## config.mk

```make
export PLATFORM = sky130hd
export DESIGN_NAME = grapheme_cluster_break_detector
export DESIGN_NICKNAME = d
export VERILOG_FILES = /design/src/rtl/core/gcb_pkg.sv /design/src/rtl/core/gcb_pict.sv /design/src/rtl/core/gcb_rules.sv /design/src/rtl/core/grapheme_cluster_break_detector.sv
export SDC_FILE = /design/constraint.sdc
export NUM_CORES = 1
export LEC_CHECK = 0
export BUFFER_PORTS_ARGS = -buffer_cell sky130_fd_sc_hd__buf_2
export CAP_MARGIN = 20
export CORE_ASPECT_RATIO = 1.2
export CORE_MARGIN = 1
export CORE_UTILIZATION = 40
export CTS_BUF_LIST = sky130_fd_sc_hd__clkbuf_8
export CTS_CLUSTER_DIAMETER = 200
export CTS_CLUSTER_SIZE = 20
export DETAILED_ROUTE_END_ITERATION = 8
export PLACE_DENSITY = 0.59
export SYNTH_ARGS = -nofsm -noshare
export SYNTH_HDL_FRONTEND = slang
export SYNTH_SLANG_ARGS = --single-unit
```

## constraint.sdc

```tcl
create_clock -name clk -period 4.5 [get_ports clk]
set_clock_uncertainty 0.2 [all_clocks]
set_input_delay 0.675 -clock clk [delete_from_list [all_inputs] [get_ports clk]]
set_output_delay 0.675 -clock clk [all_outputs]
set_load 0.005 [all_outputs]
```

## src/rtl/core/gcb_pkg.sv

```systemverilog
// ----------------------------------------------------------------------------
// gcb_pkg
// Break classes, pictograph spans and shared types of the cluster break block.
// ----------------------------------------------------------------------------
package gcb_pkg;

  localparam int CP_W  = 21;
  localparam int CLS_W = 5;

  localparam logic [CLS_W-1:0] CLS_OTHER = 5'd0;
  localparam logic [CLS_W-1:0] CLS_CR    = 5'd1;
  localparam logic [CLS_W-1:0] CLS_LF    = 5'd2;
  localparam logic [CLS_W-1:0] CLS_CTL   = 5'd3;
  localparam logic [CLS_W-1:0] CLS_EXT   = 5'd4;
  localparam logic [CLS_W-1:0] CLS_ZWJ   = 5'd5;
  localparam logic [CLS_W-1:0] CLS_RI    = 5'd6;
  localparam logic [CLS_W-1:0] CLS_PP    = 5'd7;
  localparam logic [CLS_W-1:0] CLS_SM    = 5'd8;
  localparam logic [CLS_W-1:0] CLS_L     = 5'd9;
  localparam logic [CLS_W-1:0] CLS_V     = 5'd10;
  localparam logic [CLS_W-1:0] CLS_T     = 5'd11;
  localparam logic [CLS_W-1:0] CLS_LV    = 5'd12;
  localparam logic [CLS_W-1:0] CLS_LVT   = 5'd13;
  localparam logic [CLS_W-1:0] CLS_EB    = 5'd14;
  localparam logic [CLS_W-1:0] CLS_EM    = 5'd15;
  localparam logic [CLS_W-1:0] CLS_GAZ   = 5'd16;
  localparam logic [CLS_W-1:0] CLS_EBG   = 5'd17;

  localparam logic [CP_W-1:0] CP_ASTERISK = 21'h0002A;
  localparam logic [CP_W-1:0] CP_HASH     = 21'h00023;
  localparam logic [CP_W-1:0] CP_DIGIT_0  = 21'h00030;
  localparam logic [CP_W-1:0] CP_DIGIT_9  = 21'h00039;
  localparam logic [CP_W-1:0] CP_COPYRIGHT = 21'h000A9;
  localparam logic [CP_W-1:0] CP_REGISTERED = 21'h000AE;
  localparam logic [CP_W-1:0] CP_TRADEMARK = 21'h02122;
  localparam logic [CP_W-1:0] CP_WAVY_DASH = 21'h03030;
  localparam logic [CP_W-1:0] CP_PART_ALT  = 21'h0303D;

  typedef struct packed {
    logic [CP_W-1:0] lo;
    logic [CP_W-1:0] hi;
  } pict_span_t;

  localparam int PICT_SPAN_COUNT = 106;

  localparam pict_span_t PICT_SPANS [PICT_SPAN_COUNT] = '{
    '{21'h1F774, 21'h1F77F}, '{21'h02700, 21'h02701}, '{21'h02703, 21'h02704},
    '{21'h0270E, 21'h0270E}, '{21'h02710, 21'h02711}, '{21'h02765, 21'h02767},
    '{21'h1F030, 21'h1F09F}, '{21'h1F10D, 21'h1F10F}, '{21'h1F12F, 21'h1F12F},
    '{21'h1F16C, 21'h1F16F}, '{21'h1F1AD, 21'h1F1E5}, '{21'h1F203, 21'h1F20F},
    '{21'h1F23C, 21'h1F23F}, '{21'h1F249, 21'h1F24F}, '{21'h1F252, 21'h1F2FF},
    '{21'h1F7D5, 21'h1F7FF}, '{21'h1F000, 21'h1F003}, '{21'h1F005, 21'h1F02F},
    '{21'h1F322, 21'h1F323}, '{21'h1F394, 21'h1F395}, '{21'h1F398, 21'h1F398},
    '{21'h1F39C, 21'h1F39D}, '{21'h1F3F1, 21'h1F3F2}, '{21'h1F3F6, 21'h1F3F6},
    '{21'h1F4FE, 21'h1F4FE}, '{21'h1F53E, 21'h1F548}, '{21'h1F54F, 21'h1F54F},
    '{21'h1F568, 21'h1F56E}, '{21'h1F571, 21'h1F572}, '{21'h1F57B, 21'h1F586},
    '{21'h1F588, 21'h1F589}, '{21'h1F58E, 21'h1F58F}, '{21'h1F591, 21'h1F594},
    '{21'h1F597, 21'h1F5A3}, '{21'h1F5A6, 21'h1F5A7}, '{21'h1F5A9, 21'h1F5B0},
    '{21'h1F5B3, 21'h1F5BB}, '{21'h1F5BD, 21'h1F5C1}, '{21'h1F5C5, 21'h1F5D0},
    '{21'h1F5D4, 21'h1F5DB}, '{21'h1F5DF, 21'h1F5E0}, '{21'h1F5E2, 21'h1F5E2},
    '{21'h1F5E4, 21'h1F5E7}, '{21'h1F5E9, 21'h1F5EE}, '{21'h1F5F0, 21'h1F5F2},
    '{21'h1F5F4, 21'h1F5F9}, '{21'h02605, 21'h02605}, '{21'h02607, 21'h0260D},
    '{21'h0260F, 21'h02610}, '{21'h02612, 21'h02612}, '{21'h02616, 21'h02617},
    '{21'h02619, 21'h0261C}, '{21'h0261E, 21'h0261F}, '{21'h02621, 21'h02621},
    '{21'h02624, 21'h02625}, '{21'h02627, 21'h02629}, '{21'h0262B, 21'h0262D},
    '{21'h02630, 21'h02637}, '{21'h0263B, 21'h02647}, '{21'h02654, 21'h0265F},
    '{21'h02661, 21'h02662}, '{21'h02664, 21'h02664}, '{21'h02667, 21'h02667},
    '{21'h02669, 21'h0267A}, '{21'h0267C, 21'h0267E}, '{21'h02680, 21'h02691},
    '{21'h02695, 21'h02695}, '{21'h02698, 21'h02698}, '{21'h0269A, 21'h0269A},
    '{21'h0269D, 21'h0269F}, '{21'h026A2, 21'h026A9}, '{21'h026AC, 21'h026AF},
    '{21'h026B2, 21'h026BC}, '{21'h026BF, 21'h026C3}, '{21'h026C6, 21'h026C7},
    '{21'h026C9, 21'h026CD}, '{21'h026D0, 21'h026D0}, '{21'h026D2, 21'h026D2},
    '{21'h026D5, 21'h026E8}, '{21'h026EB, 21'h026EF}, '{21'h026F6, 21'h026F6},
    '{21'h026FB, 21'h026FC}, '{21'h026FE, 21'h026FF}, '{21'h02388, 21'h02388},
    '{21'h1FA00, 21'h1FFFD}, '{21'h1F0A0, 21'h1F0FF}, '{21'h1F80C, 21'h1F80F},
    '{21'h1F848, 21'h1F84F}, '{21'h1F85A, 21'h1F85F}, '{21'h1F888, 21'h1F88F},
    '{21'h1F8AE, 21'h1F90F}, '{21'h1F91F, 21'h1F91F}, '{21'h1F928, 21'h1F92F},
    '{21'h1F931, 21'h1F932}, '{21'h1F93F, 21'h1F93F}, '{21'h1F94C, 21'h1F94F},
    '{21'h1F95F, 21'h1F97F}, '{21'h1F992, 21'h1F9BF}, '{21'h1F9C1, 21'h1F9FF},
    '{21'h1F6C6, 21'h1F6CA}, '{21'h1F6E6, 21'h1F6E8}, '{21'h1F6EA, 21'h1F6EA},
    '{21'h1F6F1, 21'h1F6F2}, '{21'h1F6D3, 21'h1F6DF}, '{21'h1F6ED, 21'h1F6EF},
    '{21'h1F6F7, 21'h1F6FF}
  };

  typedef struct packed {
    logic [CP_W-1:0]  code_point;
    logic [CLS_W-1:0] break_class;
    logic             is_emoji;
    logic             last_in_text;
  } item_t;

  typedef struct packed {
    logic             step;
    logic [CLS_W-1:0] cls;
    logic             pict;
    logic             last;
  } rule_in_t;

endpackage

```

## src/rtl/core/gcb_pict.sv

```systemverilog
// ----------------------------------------------------------------------------
// gcb_pict
// Classifies a code point as an extended pictograph for emoji sequences.
// ----------------------------------------------------------------------------
module gcb_pict (
  input  logic [gcb_pkg::CP_W-1:0]  code_point,
  input  logic [gcb_pkg::CLS_W-1:0] break_class,
  input  logic                      is_emoji,
  output logic                      pict
);

  logic span_hit;
  logic keycap_like;
  logic emoji_pict;

  always_comb begin
    span_hit = 1'b0;
    for (int i = 0; i < gcb_pkg::PICT_SPAN_COUNT; i++) begin
      if (code_point >= gcb_pkg::PICT_SPANS[i].lo &&
          code_point <= gcb_pkg::PICT_SPANS[i].hi) begin
        span_hit = 1'b1;
      end
    end
  end

  assign keycap_like = (code_point == gcb_pkg::CP_ASTERISK) ||
                       (code_point == gcb_pkg::CP_HASH) ||
                       (code_point >= gcb_pkg::CP_DIGIT_0 &&
                        code_point <= gcb_pkg::CP_DIGIT_9) ||
                       (code_point == gcb_pkg::CP_COPYRIGHT) ||
                       (code_point == gcb_pkg::CP_REGISTERED) ||
                       (code_point == gcb_pkg::CP_TRADEMARK) ||
                       (code_point == gcb_pkg::CP_WAVY_DASH) ||
                       (code_point == gcb_pkg::CP_PART_ALT);

  assign emoji_pict = is_emoji && (break_class != gcb_pkg::CLS_RI) && !keycap_like;

  assign pict = span_hit || emoji_pict;

endmodule

```

## src/rtl/core/gcb_rules.sv

```systemverilog
// ----------------------------------------------------------------------------
// gcb_rules
// Boundary rules and the running flags that stand in for backward scans.
// ----------------------------------------------------------------------------
module gcb_rules (
  input  logic              clk,
  input  logic              rst_n,
  input  gcb_pkg::rule_in_t rin,
  output logic              brk
);

  logic                      have_prev_r, have_prev_nxt;
  logic [gcb_pkg::CLS_W-1:0] prev_cls_r, prev_cls_nxt;
  logic                      base_run_r, base_run_nxt;
  logic                      pict_run_r, pict_run_nxt;
  logic                      zwj_pict_r, zwj_pict_nxt;
  logic                      ri_odd_r, ri_odd_nxt;

  logic [gcb_pkg::CLS_W-1:0] c;
  logic                      c_ctl;
  logic                      p_ctl;

  assign c     = (rin.cls > gcb_pkg::CLS_EBG) ? gcb_pkg::CLS_OTHER : rin.cls;
  assign c_ctl = (c == gcb_pkg::CLS_CR) || (c == gcb_pkg::CLS_LF) || (c == gcb_pkg::CLS_CTL);
  assign p_ctl = (prev_cls_r == gcb_pkg::CLS_CR) || (prev_cls_r == gcb_pkg::CLS_LF) ||
                 (prev_cls_r == gcb_pkg::CLS_CTL);

  always_comb begin
    if (!have_prev_r) begin
      brk = 1'b1;
    end else if (prev_cls_r == gcb_pkg::CLS_CR && c == gcb_pkg::CLS_LF) begin
      brk = 1'b0;
    end else if (p_ctl || c_ctl) begin
      brk = 1'b1;
    end else if (prev_cls_r == gcb_pkg::CLS_L &&
                 (c == gcb_pkg::CLS_L || c == gcb_pkg::CLS_V ||
                  c == gcb_pkg::CLS_LV || c == gcb_pkg::CLS_LVT)) begin
      brk = 1'b0;
    end else if ((prev_cls_r == gcb_pkg::CLS_LV || prev_cls_r == gcb_pkg::CLS_V) &&
                 (c == gcb_pkg::CLS_V || c == gcb_pkg::CLS_T)) begin
      brk = 1'b0;
    end else if ((prev_cls_r == gcb_pkg::CLS_LVT || prev_cls_r == gcb_pkg::CLS_T) &&
                 c == gcb_pkg::CLS_T) begin
      brk = 1'b0;
    end else if (c == gcb_pkg::CLS_EXT || c == gcb_pkg::CLS_ZWJ || c == gcb_pkg::CLS_SM) begin
      brk = 1'b0;
    end else if (prev_cls_r == gcb_pkg::CLS_PP) begin
      brk = 1'b0;
    end else if (c == gcb_pkg::CLS_EM && base_run_r) begin
      brk = 1'b0;
    end else if (zwj_pict_r && rin.pict) begin
      brk = 1'b0;
    end else if (prev_cls_r == gcb_pkg::CLS_RI && c == gcb_pkg::CLS_RI && ri_odd_r) begin
      brk = 1'b0;
    end else begin
      brk = 1'b1;
    end
  end

  always_comb begin
    have_prev_nxt = have_prev_r;
    prev_cls_nxt  = prev_cls_r;
    base_run_nxt  = base_run_r;
    pict_run_nxt  = pict_run_r;
    zwj_pict_nxt  = zwj_pict_r;
    ri_odd_nxt    = ri_odd_r;
    if (rin.step) begin
      if (rin.last) begin
        have_prev_nxt = 1'b0;
        prev_cls_nxt  = gcb_pkg::CLS_OTHER;
        base_run_nxt  = 1'b0;
        pict_run_nxt  = 1'b0;
        zwj_pict_nxt  = 1'b0;
        ri_odd_nxt    = 1'b0;
      end else begin
        zwj_pict_nxt = (c == gcb_pkg::CLS_ZWJ) && pict_run_r;
        if (c != gcb_pkg::CLS_EXT) begin
          base_run_nxt = (c == gcb_pkg::CLS_EB) || (c == gcb_pkg::CLS_EBG);
          pict_run_nxt = rin.pict;
        end
        if (c == gcb_pkg::CLS_RI) begin
          ri_odd_nxt = (have_prev_r && prev_cls_r == gcb_pkg::CLS_RI) ? !ri_odd_r : 1'b1;
        end else begin
          ri_odd_nxt = 1'b0;
        end
        prev_cls_nxt  = c;
        have_prev_nxt = 1'b1;
      end
    end
  end

  always_ff @(posedge clk) begin
    if (!rst_n) begin
      have_prev_r <= 1'b0;
      prev_cls_r  <= gcb_pkg::CLS_OTHER;
      base_run_r  <= 1'b0;
      pict_run_r  <= 1'b0;
      zwj_pict_r  <= 1'b0;
      ri_odd_r    <= 1'b0;
    end else begin
      have_prev_r <= have_prev_nxt;
      prev_cls_r  <= prev_cls_nxt;
      base_run_r  <= base_run_nxt;
      pict_run_r  <= pict_run_nxt;
      zwj_pict_r  <= zwj_pict_nxt;
      ri_odd_r    <= ri_odd_nxt;
    end
  end

endmodule

```

## src/rtl/core/grapheme_cluster_break_detector.sv

```systemverilog
// ----------------------------------------------------------------------------
// grapheme_cluster_break_detector
// Grapheme cluster boundary marking for a code point stream.
// ----------------------------------------------------------------------------
// One code point is taken per cycle while the output is not stalled. Each
// accepted item passes through an input register and an output register; the
// rule decision and the running flags it depends on are settled between those
// registers. The output register parts the two sides, so one more item is
// taken while a result waits.
// break_before is always set on the first item after reset or after an item
// flagged last_in_text, and text_end echoes that flag.
module grapheme_cluster_break_detector (
  input  logic                      clk,
  input  logic                      rst_n,
  input  logic                      in_valid,
  output logic                      in_ready,
  input  logic [gcb_pkg::CP_W-1:0]  in_code_point,
  input  logic [gcb_pkg::CLS_W-1:0] in_break_class,
  input  logic                      in_is_emoji,
  input  logic                      in_last_in_text,
  output logic                      out_valid,
  input  logic                      out_ready,
  output logic [gcb_pkg::CP_W-1:0]  out_echo_point,
  output logic                      out_break_before,
  output logic                      out_text_end
);

  logic                     in_v_r, in_v_nxt;
  gcb_pkg::item_t           item_r;
  logic                     out_v_r, out_v_nxt;
  logic [gcb_pkg::CP_W-1:0] echo_r;
  logic                     brk_r;
  logic                     end_r;

  logic                     advance;
  logic                     pict;
  logic                     brk;
  gcb_pkg::rule_in_t        rin;

  assign advance  = in_v_r && (!out_v_r || out_ready);
  assign in_ready = !in_v_r || advance;

  gcb_pict u_pict (
    .code_point  (item_r.code_point),
    .break_class (item_r.break_class),
    .is_emoji    (item_r.is_emoji),
    .pict        (pict)
  );

  assign rin.step = advance;
  assign rin.cls  = item_r.break_class;
  assign rin.pict = pict;
  assign rin.last = item_r.last_in_text;

  gcb_rules u_rules (
    .clk   (clk),
    .rst_n (rst_n),
    .rin   (rin),
    .brk   (brk)
  );

  always_comb begin
    in_v_nxt = in_v_r;
    if (in_ready) begin
      in_v_nxt = in_valid;
    end
    out_v_nxt = out_v_r;
    if (advance) begin
      out_v_nxt = 1'b1;
    end else if (out_ready) begin
      out_v_nxt = 1'b0;
    end
  end

  always_ff @(posedge clk) begin
    if (!rst_n) begin
      in_v_r  <= 1'b0;
      out_v_r <= 1'b0;
    end else begin
      in_v_r  <= in_v_nxt;
      out_v_r <= out_v_nxt;
    end
  end

  always_ff @(posedge clk) begin
    if (in_ready && in_valid) begin
      item_r.code_point   <= in_code_point;
      item_r.break_class  <= in_break_class;
      item_r.is_emoji     <= in_is_emoji;
      item_r.last_in_text <= in_last_in_text;
    end
    if (advance) begin
      echo_r <= item_r.code_point;
      brk_r  <= brk;
      end_r  <= item_r.last_in_text;
    end
  end

  assign out_valid        = out_v_r;
  assign out_echo_point   = echo_r;
  assign out_break_before = brk_r;
  assign out_text_end     = end_r;

endmodule

```

### Word-level counts from Yosys, hierarchy flattened

Cells that the tools add are included.

* flip-flop bits (word level): 63
* bits of input ports: 32
* output and inout port bits: 25
* word-level logic and storage cells: 545

* $lt $le $gt $ge: 215
* equality and inequality tests: 34
* muxes and demuxes: 129
* reductions and logical operators: 152

Operators with widths (count)
* >= comparator 21 x 17 -> 1 bit, second input constant: 63
* less-or-equal comparator 21 x 17 -> 1 bit, second input constant: 63
* >= comparator 21 x 14 -> 1 bit, second input constant: 43
* less-or-equal comparator 21 x 14 -> 1 bit, second input constant: 43
* 2-to-1 mux 1 bit: 127
* logical AND 1 bit: 121
* == test 5 x 4 -> 1 bit, second input constant: 13
* == test 21 x 14 -> 1 bit, second input constant: 3
* == test 21 x 6 -> 1 bit, second input constant: 2
* == test 21 x 8 -> 1 bit, second input constant: 2
* == test 5 x 3 -> 1 bit, second input constant: 5
* logical OR 1 bit: 24
* >= comparator 21 x 6 -> 1 bit, second input constant: 1
* less-or-equal comparator 21 x 6 -> 1 bit, second input constant: 1
* == test 5 x 2 -> 1 bit, second input constant: 4
* == test 5 x 1 -> 1 bit, second input constant: 2
* 2-to-1 mux 5 bit: 2
* != test 5 x 3 -> 1 bit, second input constant: 2
* == test 5 bit, second input constant: 1
* greater-than comparator 5 bit, second input constant: 1
* zero test 1 bit: 4
* nonzero test 2 bit: 2
* AND reduction 2 bit: 1

### Logic depth before layout (Yosys ltp)

Gate-level depths: netlist of run 1.

* depth after elaboration: 119
* depth in mapped cells: 13
* gate-level depth less buffers: 10

### Modules after synthesis

A second synthesis of run 1 with hierarchy kept.

* cell total of the unflattened synthesis: 825
* area total of the unflattened synthesis: 6373.6 sq um

Modules (own cells, without submodules)
* gcb_pict: times used 1, cells an instance 689, area an instance 4055.1 sq um, sequential area each 0.0 sq um
* grapheme_cluster_break_detector: times used 1, cells an instance 60, area an instance 1635.3 sq um, sequential area each 1571.5 sq um
* gcb_rules: times used 1, cells an instance 76, area an instance 683.2 sq um, sequential area each 200.2 sq um

### Worst setup path before layout of run 1

No wires, ideal clock.

* path type: reg2reg
* from: register, netlist name item_r[25]
* to: register brk_r, in the netlist out_break_before, data pin
* library setup time: 152 ps
* arrival time: 2888 ps
* required time: 4148 ps
* setup slack: 1260 ps
* cell stages (with the launch flop): 12
* buffers on the path: 1
* clock period less this slack: 3240 ps
* cells stage by stage: edfxtp_1 > or4_4 > buf_6 > nor4_4 > o2111ai_1 > a22o_1 > and3_4 > a2111oi_4 > nand4_1 > o41ai_2 > a31oi_1 > a31oi_1

* word-level cells in the longest chain between the ends: 119
* elaborated cells on any way between the ends: 454
* classes of those cells: order compare: 214; eq/ne: 7; mux: 115; reduce/logical: 118

Ends and longest elaborated chain
* >= comparator 21 x 17 -> 1 bit or less-or-equal comparator 21 x 17 -> 1 bit (tied branches): RTL line gcb_pict.sv:19, gcb_pict.sv:20
* logical AND 1 bit: RTL line gcb_pict.sv:19 `if (code_point >= gcb_pkg::PICT_SPANS[i].lo &&`
* 2-to-1 mux 1 bit (106 in series): RTL line gcb_pict.sv:19
* logical OR 1 bit *: RTL line gcb_pict.sv:38 `assign pict = span_hit || emoji_pict;`
* logical AND 1 bit *: RTL line gcb_rules.sv:51 `end else if (zwj_pict_r && rin.pict) begin`
* 2-to-1 mux 1 bit *: RTL line gcb_rules.sv:51
* 2-to-1 mux 1 bit *: RTL line gcb_rules.sv:49 `end else if (c == gcb_pkg::CLS_EM && base_run_r) begin`
* 2-to-1 mux 1 bit *: RTL line gcb_rules.sv:47 `end else if (prev_cls_r == gcb_pkg::CLS_PP) begin`
* 2-to-1 mux 1 bit *: RTL line gcb_rules.sv:45 `end else if (c == gcb_pkg::CLS_EXT || c == gcb_pkg::CLS_ZWJ || c == gcb_pkg::CLS_SM) begin`
* 2-to-1 mux 1 bit *: RTL line gcb_rules.sv:42 `end else if ((prev_cls_r == gcb_pkg::CLS_LVT || prev_cls_r == gcb_pkg::CLS_T) &&`
* 2-to-1 mux 1 bit *: RTL line gcb_rules.sv:39 `end else if ((prev_cls_r == gcb_pkg::CLS_LV || prev_cls_r == gcb_pkg::CLS_V) &&`
* 2-to-1 mux 1 bit *: RTL line gcb_rules.sv:35 `end else if (prev_cls_r == gcb_pkg::CLS_L &&`
* 2-to-1 mux 1 bit *: RTL line gcb_rules.sv:33 `end else if (p_ctl || c_ctl) begin`
* 2-to-1 mux 1 bit *: RTL line gcb_rules.sv:31 `end else if (prev_cls_r == gcb_pkg::CLS_CR && c == gcb_pkg::CLS_LF) begin`
* end signal, assigned: RTL line grapheme_cluster_break_detector.sv:94 `brk_r <= brk;`
* end, declared: RTL line grapheme_cluster_break_detector.sv:32 `logic brk_r;`

Every way passes the cells marked *; elsewhere a longest branch is shown, timed or not.
A chain may end at the register's enable or synchronous reset.

### Worst setup path in the final report of run 1

* from: register, netlist name item_r[17]
* to: register brk_r, in the netlist out_break_before, data pin

* word-level cells in the longest chain between the ends: 119
* elaborated cells on any way between the ends: 454
* classes of those cells: order compare: 214; eq/ne: 7; mux: 115; reduce/logical: 118

Ends and longest elaborated chain (RTL line)
* >= comparator 21 x 17 -> 1 bit or less-or-equal comparator 21 x 17 -> 1 bit (tied branches): gcb_pict.sv:19, gcb_pict.sv:20
* logical AND 1 bit: gcb_pict.sv:19
* 2-to-1 mux 1 bit (106 in series): gcb_pict.sv:19
* logical OR 1 bit *: gcb_pict.sv:38
* logical AND 1 bit *: gcb_rules.sv:51
* 2-to-1 mux 1 bit *: gcb_rules.sv:51
* 2-to-1 mux 1 bit *: gcb_rules.sv:49
* 2-to-1 mux 1 bit *: gcb_rules.sv:47
* 2-to-1 mux 1 bit *: gcb_rules.sv:45
* 2-to-1 mux 1 bit *: gcb_rules.sv:42
* 2-to-1 mux 1 bit *: gcb_rules.sv:39
* 2-to-1 mux 1 bit *: gcb_rules.sv:35
* 2-to-1 mux 1 bit *: gcb_rules.sv:33
* 2-to-1 mux 1 bit *: gcb_rules.sv:31

Marked as above.

==> impl_metrics.ini, run 1 <==
[routing]
wirelength_um = 36900
first_iter_violations = 1920
num_vias = 8467
via_per_inst = 7.59
wl_per_cell_um = 33.1
postRouteAntennaNets = 0
drt_pass1_iterations = 9
drc_errors = 18

[cells_and_area]
fillerInstances = 1527
layout_common_cells = buf_4, nand2_1, nor2_1, a21oi_1, nor3_1
drive_gt1_share_pct = 20.4
fin_nets = 936
area.growth.synth_to_final_pct = 19.9
layout_commonest_cell = buf_4
instances_no_fill = 1115
multi_input_area_um2 = 3990
finish.utilization_pct = 48.8
seqCellArea_um2 = 1770
final_area_um2 = 7300

[grt]
antenna_found_initial = 2
grt_pass1_wl_um = 53000
grt_overflow_total = 0
grt_max_degree = 27
grt.total_usage_pct = 47.8
grt_pass1_vias = 7780

[placed_design]
placed_area_um2 = 7010
dpl.cell_count = 1091
dp_hpwl_um = 26600
portBuffers = 56
gp_congestion = 1.14
dp_slack_ns = 0.525

[synth]
synth-warning-count = 0
syn_area_um2 = 6090
synth-main-ff-cell = edfxtp_1
ys_seq_elements = 63
synth_compound_area_share_pct = 28.2
synth.avg_cell_area_um2 = 7.46
synth_fp_nets = 848
synthAdderAreaFrac_pct = 0
synth-async-reset-ratio_pct = 0
synth_xor_area_share_pct = 0.431
synth_edf_count = 51
synth_seq_area_share_pct = 29.1
synth_mux_area_share_pct = 0.164
synth-simple-area-share_pct = 36.6
yosysUniqueCellTypes = 75
synth_top_family_by_area = simple AND/OR/NAND/NOR gates
netlist_instances = 816

[clock_network]
cts_buffers = 9
clk_latency_ns = 0.35
htreeDepth = 3
clk_pin_slew_worst_paths_ns = 0.08
postCtsResizedCells = 0
clock_path_buffers = 2
cts_num_sinks = 63
cts_setup_buffers = 0
cts_tree = done
postCtsHoldBufs = 0
clock-root-buffer = clkbuf_8

[run_status]
violations = DRC
status = finished, violations left

[die]
ioPinCount = 57
rows = 49
coreArea_um2 = 15000
initial_utilization_pct = 40.7
die_area_um2 = 15700
die_width_um = 115
dieHeight_um = 137

[critical_path]
worstSetupPathType = reg2reg
required_ns = 4.49
endpoint_kind = flip-flop
start_kind = flip-flop
cp_max_fo = 10
crit_arrival_ns = 4.40

[timing]
tightest_slew_ns = 1.17
fmax_mhz = 227
setup_ws_ns = 0.0895
relSlewSlack_pct = 21.2
hold_viol_final = 0
final-setup-viol-count = 0
slew_viol_final = 0
fin_crit_sh_pct = 98.0
period_needed_ns = 4.41
rsz0062_at_grt = false
tns_ns = 0

[min_path]
worstHoldPathType = in2reg

[power]
cellLeakagePower_nw = 2.40
power_frac_clock_pct = 33.0
p_switching_mw = 0.549
sw_frac_of_total_pct = 33.4
power_density_nw_per_um2 = 225
internal-power_mw = 1.09
comb_power_share_pct = 24.5
p_seq_share_pct = 42.5
peakVddDrop_mv = 0.268

[job]
max_cap_viol_count = 0
-- final cells by class --
class | count | share of cell area [%]
Tap cell | 204 | 3.50
Antenna cell | 2 | 0.0686
Inverter | 9 | 0.463
Clock inverter | 7 | 1.32
Sequential cell | 63 | 24.3
Timing Repair Buffer | 151 | 14.0
Multi-Input combinational cell | 670 | 54.7
Clock buffer | 9 | 1.70
-- registers in the layout (all words and copies together) (netlist names) --
register             flops
out_valid                1
u_rules.have_prev_r      1
u_rules.pict_run_r       1
out_text_end             1
u_rules.zwj_pict_r       1
u_rules.ri_odd_r         1
item_r                  28
out_break_before         1
u_rules.base_run_r       1
out_echo_point          21
in_v_r                   1
u_rules.prev_cls_r       5
-- power by group through the flow --
stage	combinational (mW)	sequential (mW)	clock [mW]
floorplan	0.201	0.689	0
global placement	0.370	0.709	0
detailed placement	0.359	0.710	0
CTS	0.361	0.698	0.547
global route	0.405	0.702	0.568
finish	0.402	0.699	0.542
-- worst max-delay path, stage by stage, from the launching register on --
cell and delay, ns:
edfxtp_1 0.54, nand3_1 0.16, a21oi_1 0.46, nor2_1 0.15, buf_4 0.20, a22oi_1 0.57
o22ai_1 0.19, a32oi_1 0.68, o2111ai_1 0.26, buf_4 0.23, o41ai_2 0.31, a31oi_1 0.12
a31oi_1 0.16
-- worst paths after layout --
check               startpoint            endpoint  slack (ns)  cells after the start
max                 item_r[17]    out_break_before        0.09                     12
min          in_code_point[14]          item_r[21]        0.30                      1
max reg2reg         item_r[17]    out_break_before        0.09                     12
min reg2reg         item_r[24]  out_echo_point[17]        0.31                      0
-- cell families after synthesis --
kind of cell	Yosys count
flip-flops	63
buffers and inverters	83
XOR/XNOR	3
multiplexers	1
AO/OA/AOI/OAI	256
AND/OR/NAND/NOR	410
-- synth_stat cells (all sizes together) (5+ instances only) --
cell type / n / share of area (%)
nand2: 71 / 4.4
a21oi: 65 / 5.3
nor2: 65 / 4.0
clkbuf: 60 / 3.7
nor3: 60 / 4.9
edfxtp: 51 / 25
o21ai: 42 / 3.5
nand3: 34 / 2.8
nand4: 31 / 3.2
nor2b: 28 / 2.9
nor4: 27 / 3.0
o22ai: 20 / 2.1
a31oi: 18 / 1.8
buf: 14 / 1.2
nand2b: 13 / 1.3
or3: 13 / 1.3
dfxtp: 12 / 3.9
and3: 11 / 1.2
a211oi: 10 / 1.2
a22oi: 9 / 1.1
and2: 9 / 0.92
inv: 9 / 0.55
o2111ai: 9 / 1.3
o211ai: 9 / 1.1
a21o: 8 / 0.99
nor3b: 7 / 0.86
or2: 7 / 0.72
or4: 7 / 0.99
and4: 6 / 0.86
o31ai: 6 / 0.74
a221oi: 5 / 0.72
a311oi: 5 / 0.72
a32oi: 5 / 0.72
nor4b: 5 / 0.72
-- layer usage --
metal,vias to the layer above,wire length (µm),GRT usage [%]
met1,3815,12000,53.6
met5,-,18,0
li1,3364,-,-
met4,2,3970,39.4
met2,977,15100,70.4
met3,309,5790,20.1
-- metrics by stage --
step                hold slack, ns  power, mW
floorplan                    0.221      0.890
global placement             0.286       1.08
detailed placement           0.302       1.07
CTS                          0.292       1.61
global route                 0.287       1.68
finish                       0.301       1.64
(Power assumes the default switching activity.)
==> inputs of run 2 (changes only) <==
--- a/config.mk
+++ b/config.mk
@@ -9,12 +9,12 @@
 export CAP_MARGIN = 20
 export CORE_ASPECT_RATIO = 1.2
 export CORE_MARGIN = 1
-export CORE_UTILIZATION = 40
+export CORE_UTILIZATION = 30
 export CTS_BUF_LIST = sky130_fd_sc_hd__clkbuf_8
 export CTS_CLUSTER_DIAMETER = 200
 export CTS_CLUSTER_SIZE = 20
 export DETAILED_ROUTE_END_ITERATION = 8
-export PLACE_DENSITY = 0.59
+export PLACE_DENSITY = 0.47
 export SYNTH_ARGS = -nofsm -noshare
 export SYNTH_HDL_FRONTEND = slang
 export SYNTH_SLANG_ARGS = --single-unit
==> run 2 against run 1 <==
Sequential cell count did not move; clock power fell by 26%; hold slack got worse by 0.042 ns; the flow now finishes without violations; total power fell by 7.4%; largest cell class unchanged; critical endpoint unchanged; register-to-register slack improved by 0.09 ns; highest routed layer unchanged; worst setup slack improved by 0.092 ns.
==> impl_metrics.ini, run 2 (synthesized netlist as in run 1, its figures left out) <==
[run_status]
status = finished, final reports clean

[cells_and_area]
top_register = item_r
layout_common_cells = buf_4, nand2_1, nor2_1, a21oi_1, nor3_1
largest_register_ffs = 28
layout_commonest_cell = buf_4
fin_nets = 952
fillerInstances = 2136
instances_no_fill = 1187
drive_gt1_share_pct = 21.5
finish.utilization_pct = 37.6
area.growth.synth_to_final_pct = 21.5

[critical_path]
worstSetupPathType = reg2reg
start_kind = flip-flop
cp_max_fo = 12
endpoint_kind = flip-flop
required_ns = 4.38
crit_arrival_ns = 4.20

[grt]
grt_pass1_vias = 7879
grt.total_usage_pct = 40.6
grt_overflow_total = 0
antenna_found_initial = 2
grt_pass1_wl_um = 59000
grt_max_degree = 29

[clock_network]
clk_latency_ns = 0.34
postCtsResizedCells = 0
clock-root-buffer = clkbuf_8
postCtsHoldBufs = 0
htreeDepth = 3
clk_pin_slew_worst_paths_ns = 0.07
cts_num_sinks = 63
cts_setup_buffers = 0
cts_buffers = 9
clock_path_buffers = 2
cts_tree = done

[timing]
hold_slack_ns = 0.259
rsz0062_at_grt = false
slew_viol_final = 0
fmax_mhz = 232
tightest_slew_ns = 1.03
period_needed_ns = 4.32
relSlewSlack_pct = 30.3
final-setup-viol-count = 0
hold_viol_final = 0
tns_ns = 0
fin_crit_sh_pct = 96.0

[power]
comb_power_share_pct = 27.7
power_frac_clock_pct = 26.5
cellLeakagePower_nw = 2.45
finalPower_mw = 1.52
p_switching_mw = 0.545
peakVddDrop_mv = 0.189
p_seq_share_pct = 45.8
power_density_nw_per_um2 = 206
internal-power_mw = 0.977
sw_frac_of_total_pct = 35.8

[die]
initial_utilization_pct = 30.9
die_area_um2 = 20900
coreArea_um2 = 19700
die_width_um = 132
rows = 56
dieHeight_um = 158
ioPinCount = 57

[routing]
via_per_inst = 7.02
first_iter_violations = 1273
drt_pass1_iterations = 6
postRouteAntennaNets = 0
drc_errors = 0
num_vias = 8330
wl_per_cell_um = 35.3
wirelength_um = 41900

[placed_design]
dp_hpwl_um = 31100
gp_congestion = 1.12
portBuffers = 56
dpl.cell_count = 1169

[job]
max_cap_viol_count = 0

[min_path]
worstHoldPathType = reg2reg
[run 2: final cells by class]
type / count / area [µm²] / area share, %
clock inverter: 7 / 32.5 / 0.439
sequential: 63 / 1770 / 23.9
inverter: 9 / 33.8 / 0.456
multi-input combinational: 670 / 4000 / 54.0
timing repair buffer: 167 / 1110 / 15.0
antenna: 1 / 2.50 / 0.0338
tap: 261 / 327 / 4.41
clock buffer: 9 / 124 / 1.67
[run 2: worst paths after layout]
path              start                 to  slack, ns  depth (start not counted)
max reg2reg  item_r[10]   out_break_before       0.18                         12
min reg2reg   item_r[9]  out_echo_point[2]       0.26                          0
max          item_r[10]   out_break_before       0.18                         12
min           item_r[9]  out_echo_point[2]       0.26                          0
[run 2: per-layer routing]
layer | vias to the layer above | track usage [%] | wire length, µm
met3 | 250 | 12.5 | 5010
met2 | 776 | 62.4 | 17800
met4 | 4 | 38.3 | 4590
li1 | 3401 | - | -
met1 | 3899 | 45.0 | 14500
met5 | - | 0 | 32
[run 2: critical path: stages (launching register included)]
cell      delay [ns]
edfxtp_1        0.65
buf_4           0.29
nor2b_1         0.72
nand3_1         0.31
nor3_1          0.28
a31oi_1         0.06
nor3_1          0.78
nor4_1          0.15
nand4_1         0.14
buf_4           0.12
o41ai_2         0.10
a31oi_1         0.19
a31oi_1         0.05
[run 2: power groups by stage]
| stage | Clock (mW) | Sequential (mW) | Combinational (mW) |
|---|---|---|---|
| detailed placement | 0 | 0.708 | 0.390 |
| CTS | 0.420 | 0.696 | 0.391 |
| floorplan | 0 | 0.689 | 0.201 |
| finish | 0.403 | 0.697 | 0.422 |
| global placement | 0 | 0.709 | 0.407 |
| global route | 0.442 | 0.700 | 0.427 |
[run 2: stage by stage]
step | setup WS, ns | area, µm²
6_report | 0.181 | 7400
3_5_place_dp | 0.459 | 7240
3_3_place_gp | 0.360 | 7240
2_1_floorplan | 1.26 | 6090
4_1_cts | 0.433 | 7390
5_1_grt | 0.0709 | 7400
==> inputs of run 3 (changes only) <==
==> constraint.sdc (replaced) <==
create_clock -name clk -period 4.55 [get_ports clk]
set_clock_uncertainty 0.2 [all_clocks]
set_input_delay 0.6825 -clock clk [delete_from_list [all_inputs] [get_ports clk]]
set_output_delay 0.6825 -clock clk [all_outputs]
set_load 0.005 [all_outputs]
==> run 3 against run 2 <==
Maximum frequency shrank 2.5%; register-to-register slack lost 0.06 ns; combinational power shrank 5.9%; final area grew 0.52%; critical endpoint unchanged; highest routed layer is now met4.
==> impl_metrics.ini, run 3 (synthesized netlist as in run 1, its figures left out) <==
[run_status]
status = finished, final reports clean

[routing]
first_iter_violations = 1126
drt_pass1_iterations = 5
wl_per_cell_um = 33.1
postRouteAntennaNets = 0
num_vias = 8097
via_per_inst = 6.89
drc_errors = 0
wirelength_um = 38900

[die]
coreArea_um2 = 19700
die_width_um = 132
rows = 56
ioPinCount = 57
die_area_um2 = 20900
dieHeight_um = 158
initial_utilization_pct = 30.9

[grt]
grt_pass1_wl_um = 55800
grt_pass1_vias = 7686
grt_overflow_total = 0
antenna_found_initial = 0
grt_max_degree = 48
grt.total_usage_pct = 37.6

[power]
power_frac_clock_pct = 30.7
finalPower_mw = 1.57
p_seq_share_pct = 43.9
comb_power_share_pct = 25.4
power_density_nw_per_um2 = 210
peakVddDrop_mv = 0.224
cellLeakagePower_nw = 2.43
p_switching_mw = 0.539
internal-power_mw = 1.03
sw_frac_of_total_pct = 34.4

[cells_and_area]
fin_nets = 941
largest_register_ffs = 28
final_area_um2 = 7440
finish.utilization_pct = 37.8
layout_common_cells = buf_4, nand2_1, nor2_1, a21oi_1, nor3_1
area.growth.synth_to_final_pct = 22.2
drive_gt1_share_pct = 21.2
layout_commonest_cell = buf_4
top_register = item_r

[timing]
hold_viol_final = 0
tightest_slew_ns = 1.10
relSlewSlack_pct = 26.5
fin_crit_sh_pct = 97.3
final-setup-viol-count = 0
slew_viol_final = 0
fmax_mhz = 226
rsz0062_at_grt = false
tns_ns = 0
period_needed_ns = 4.43

[critical_path]
cp_max_fo = 14
worstSetupPathType = reg2reg
r2r_slack_ns = 0.12
r2r_cells = 11
endpoint_kind = flip-flop
crit_path_start = item_r[7]
start_kind = flip-flop
r2r_start = item_r[7]
crit_arrival_ns = 4.42
required_ns = 4.54

[clock_network]
cts_num_sinks = 63
clock-root-buffer = clkbuf_8
clock_path_buffers = 2
cts_setup_buffers = 0
cts_buffers = 9
clk_pin_slew_worst_paths_ns = 0.08
cts_tree = done
clk_latency_ns = 0.34
htreeDepth = 3

[placed_design]
gp_congestion = 1.06
placed_area_um2 = 7210
dp_hpwl_um = 29000
portBuffers = 56

[min_path]
worstHoldPathType = in2reg
holdPathStages = 1
hold_start = in_code_point[9]

[job]
max_cap_viol_count = 0
==> run 3: cell count changes in the layout (fill, tap and decap cells not counted), moves of 2 or more <==
| cell | before | now |
|---|---|---|
| clkinvlp_4 | 1 | 4 |
| buf_12 | 0 | 4 |
| inv_1 | 11 | 9 |
| buf_4 | 110 | 95 |
| clkinv_1 | 2 | 0 |
==> run 3: final cells by class <==
type                            instances  area [µm²]
Multi-Input combinational cell        670        4010
Timing Repair Buffer                  156        1100
Clock inverter                          7        73.8
Clock buffer                            9         124
Antenna cell                            1        2.50
Tap cell                              261         327
Sequential cell                        63        1770
Inverter                                9        33.8
Fill cell                            2100       12200
==> run 3: timing repair <==
| action | 4_1_cts | 5_1_grt |
|---|---|---|
| endpoints found under the hold margin | 0 | 0 |
| hold buffers | 0 | 0 |
| endpoints found under the setup margin | 0 | 2 |
| gates resized for setup | 0 | 1 |
==> run 3: worst max-delay path, stage by stage (launching register included) <==
cell and delay [ns]:
edfxtp_1 0.69, or2_2 0.54, o21bai_1 0.59, a31oi_1 0.17, a2111oi_0 0.58, buf_4 0.22, o2111ai_1 0.15, nor4_1 0.32
nand4_1 0.24, o41ai_2 0.31, a31oi_1 0.13, a31oi_1 0.15
==> run 3: path summary, 6_finish.rpt <==
kind | end
max reg2reg | out_break_before
min reg2reg | out_echo_point[17]
min | item_r[16]
max | out_break_before
==> run 3: through the flow <==
step | setup slack (ns) | hold slack (ns) | instances
after CTS | 0.250 | 0.285 | 1174
after detailed placement | 0.274 | 0.287 | 1158
final | 0.122 | 0.309 | 1176
after global routing | 0.000831 | 0.279 | 1175
after global placement | 0.231 | 0.285 | 1158
after floorplan | 1.31 | 0.221 | 816
==> run 3: power by group through the flow <==
stage / logic [mW] / clock network, mW / registers, mW
4_1_cts: 0.372 / 0.500 / 0.687
2_1_floorplan: 0.199 / 0 / 0.681
3_3_place_gp: 0.386 / 0 / 0.700
5_1_grt: 0.407 / 0.524 / 0.691
3_5_place_dp: 0.371 / 0 / 0.699
6_report: 0.397 / 0.481 / 0.688
==> run 3: per-layer routing <==
metal / track usage, % / up-vias / part of all wire, %
met2: 60.9 / 663 / 45
met3: 7.17 / 187 / 9.5
met1: 44.0 / 3865 / 37
met4: 29.8 / 0 / 8.8
li1: - / 3382 / -
met5: 0 / - / 0
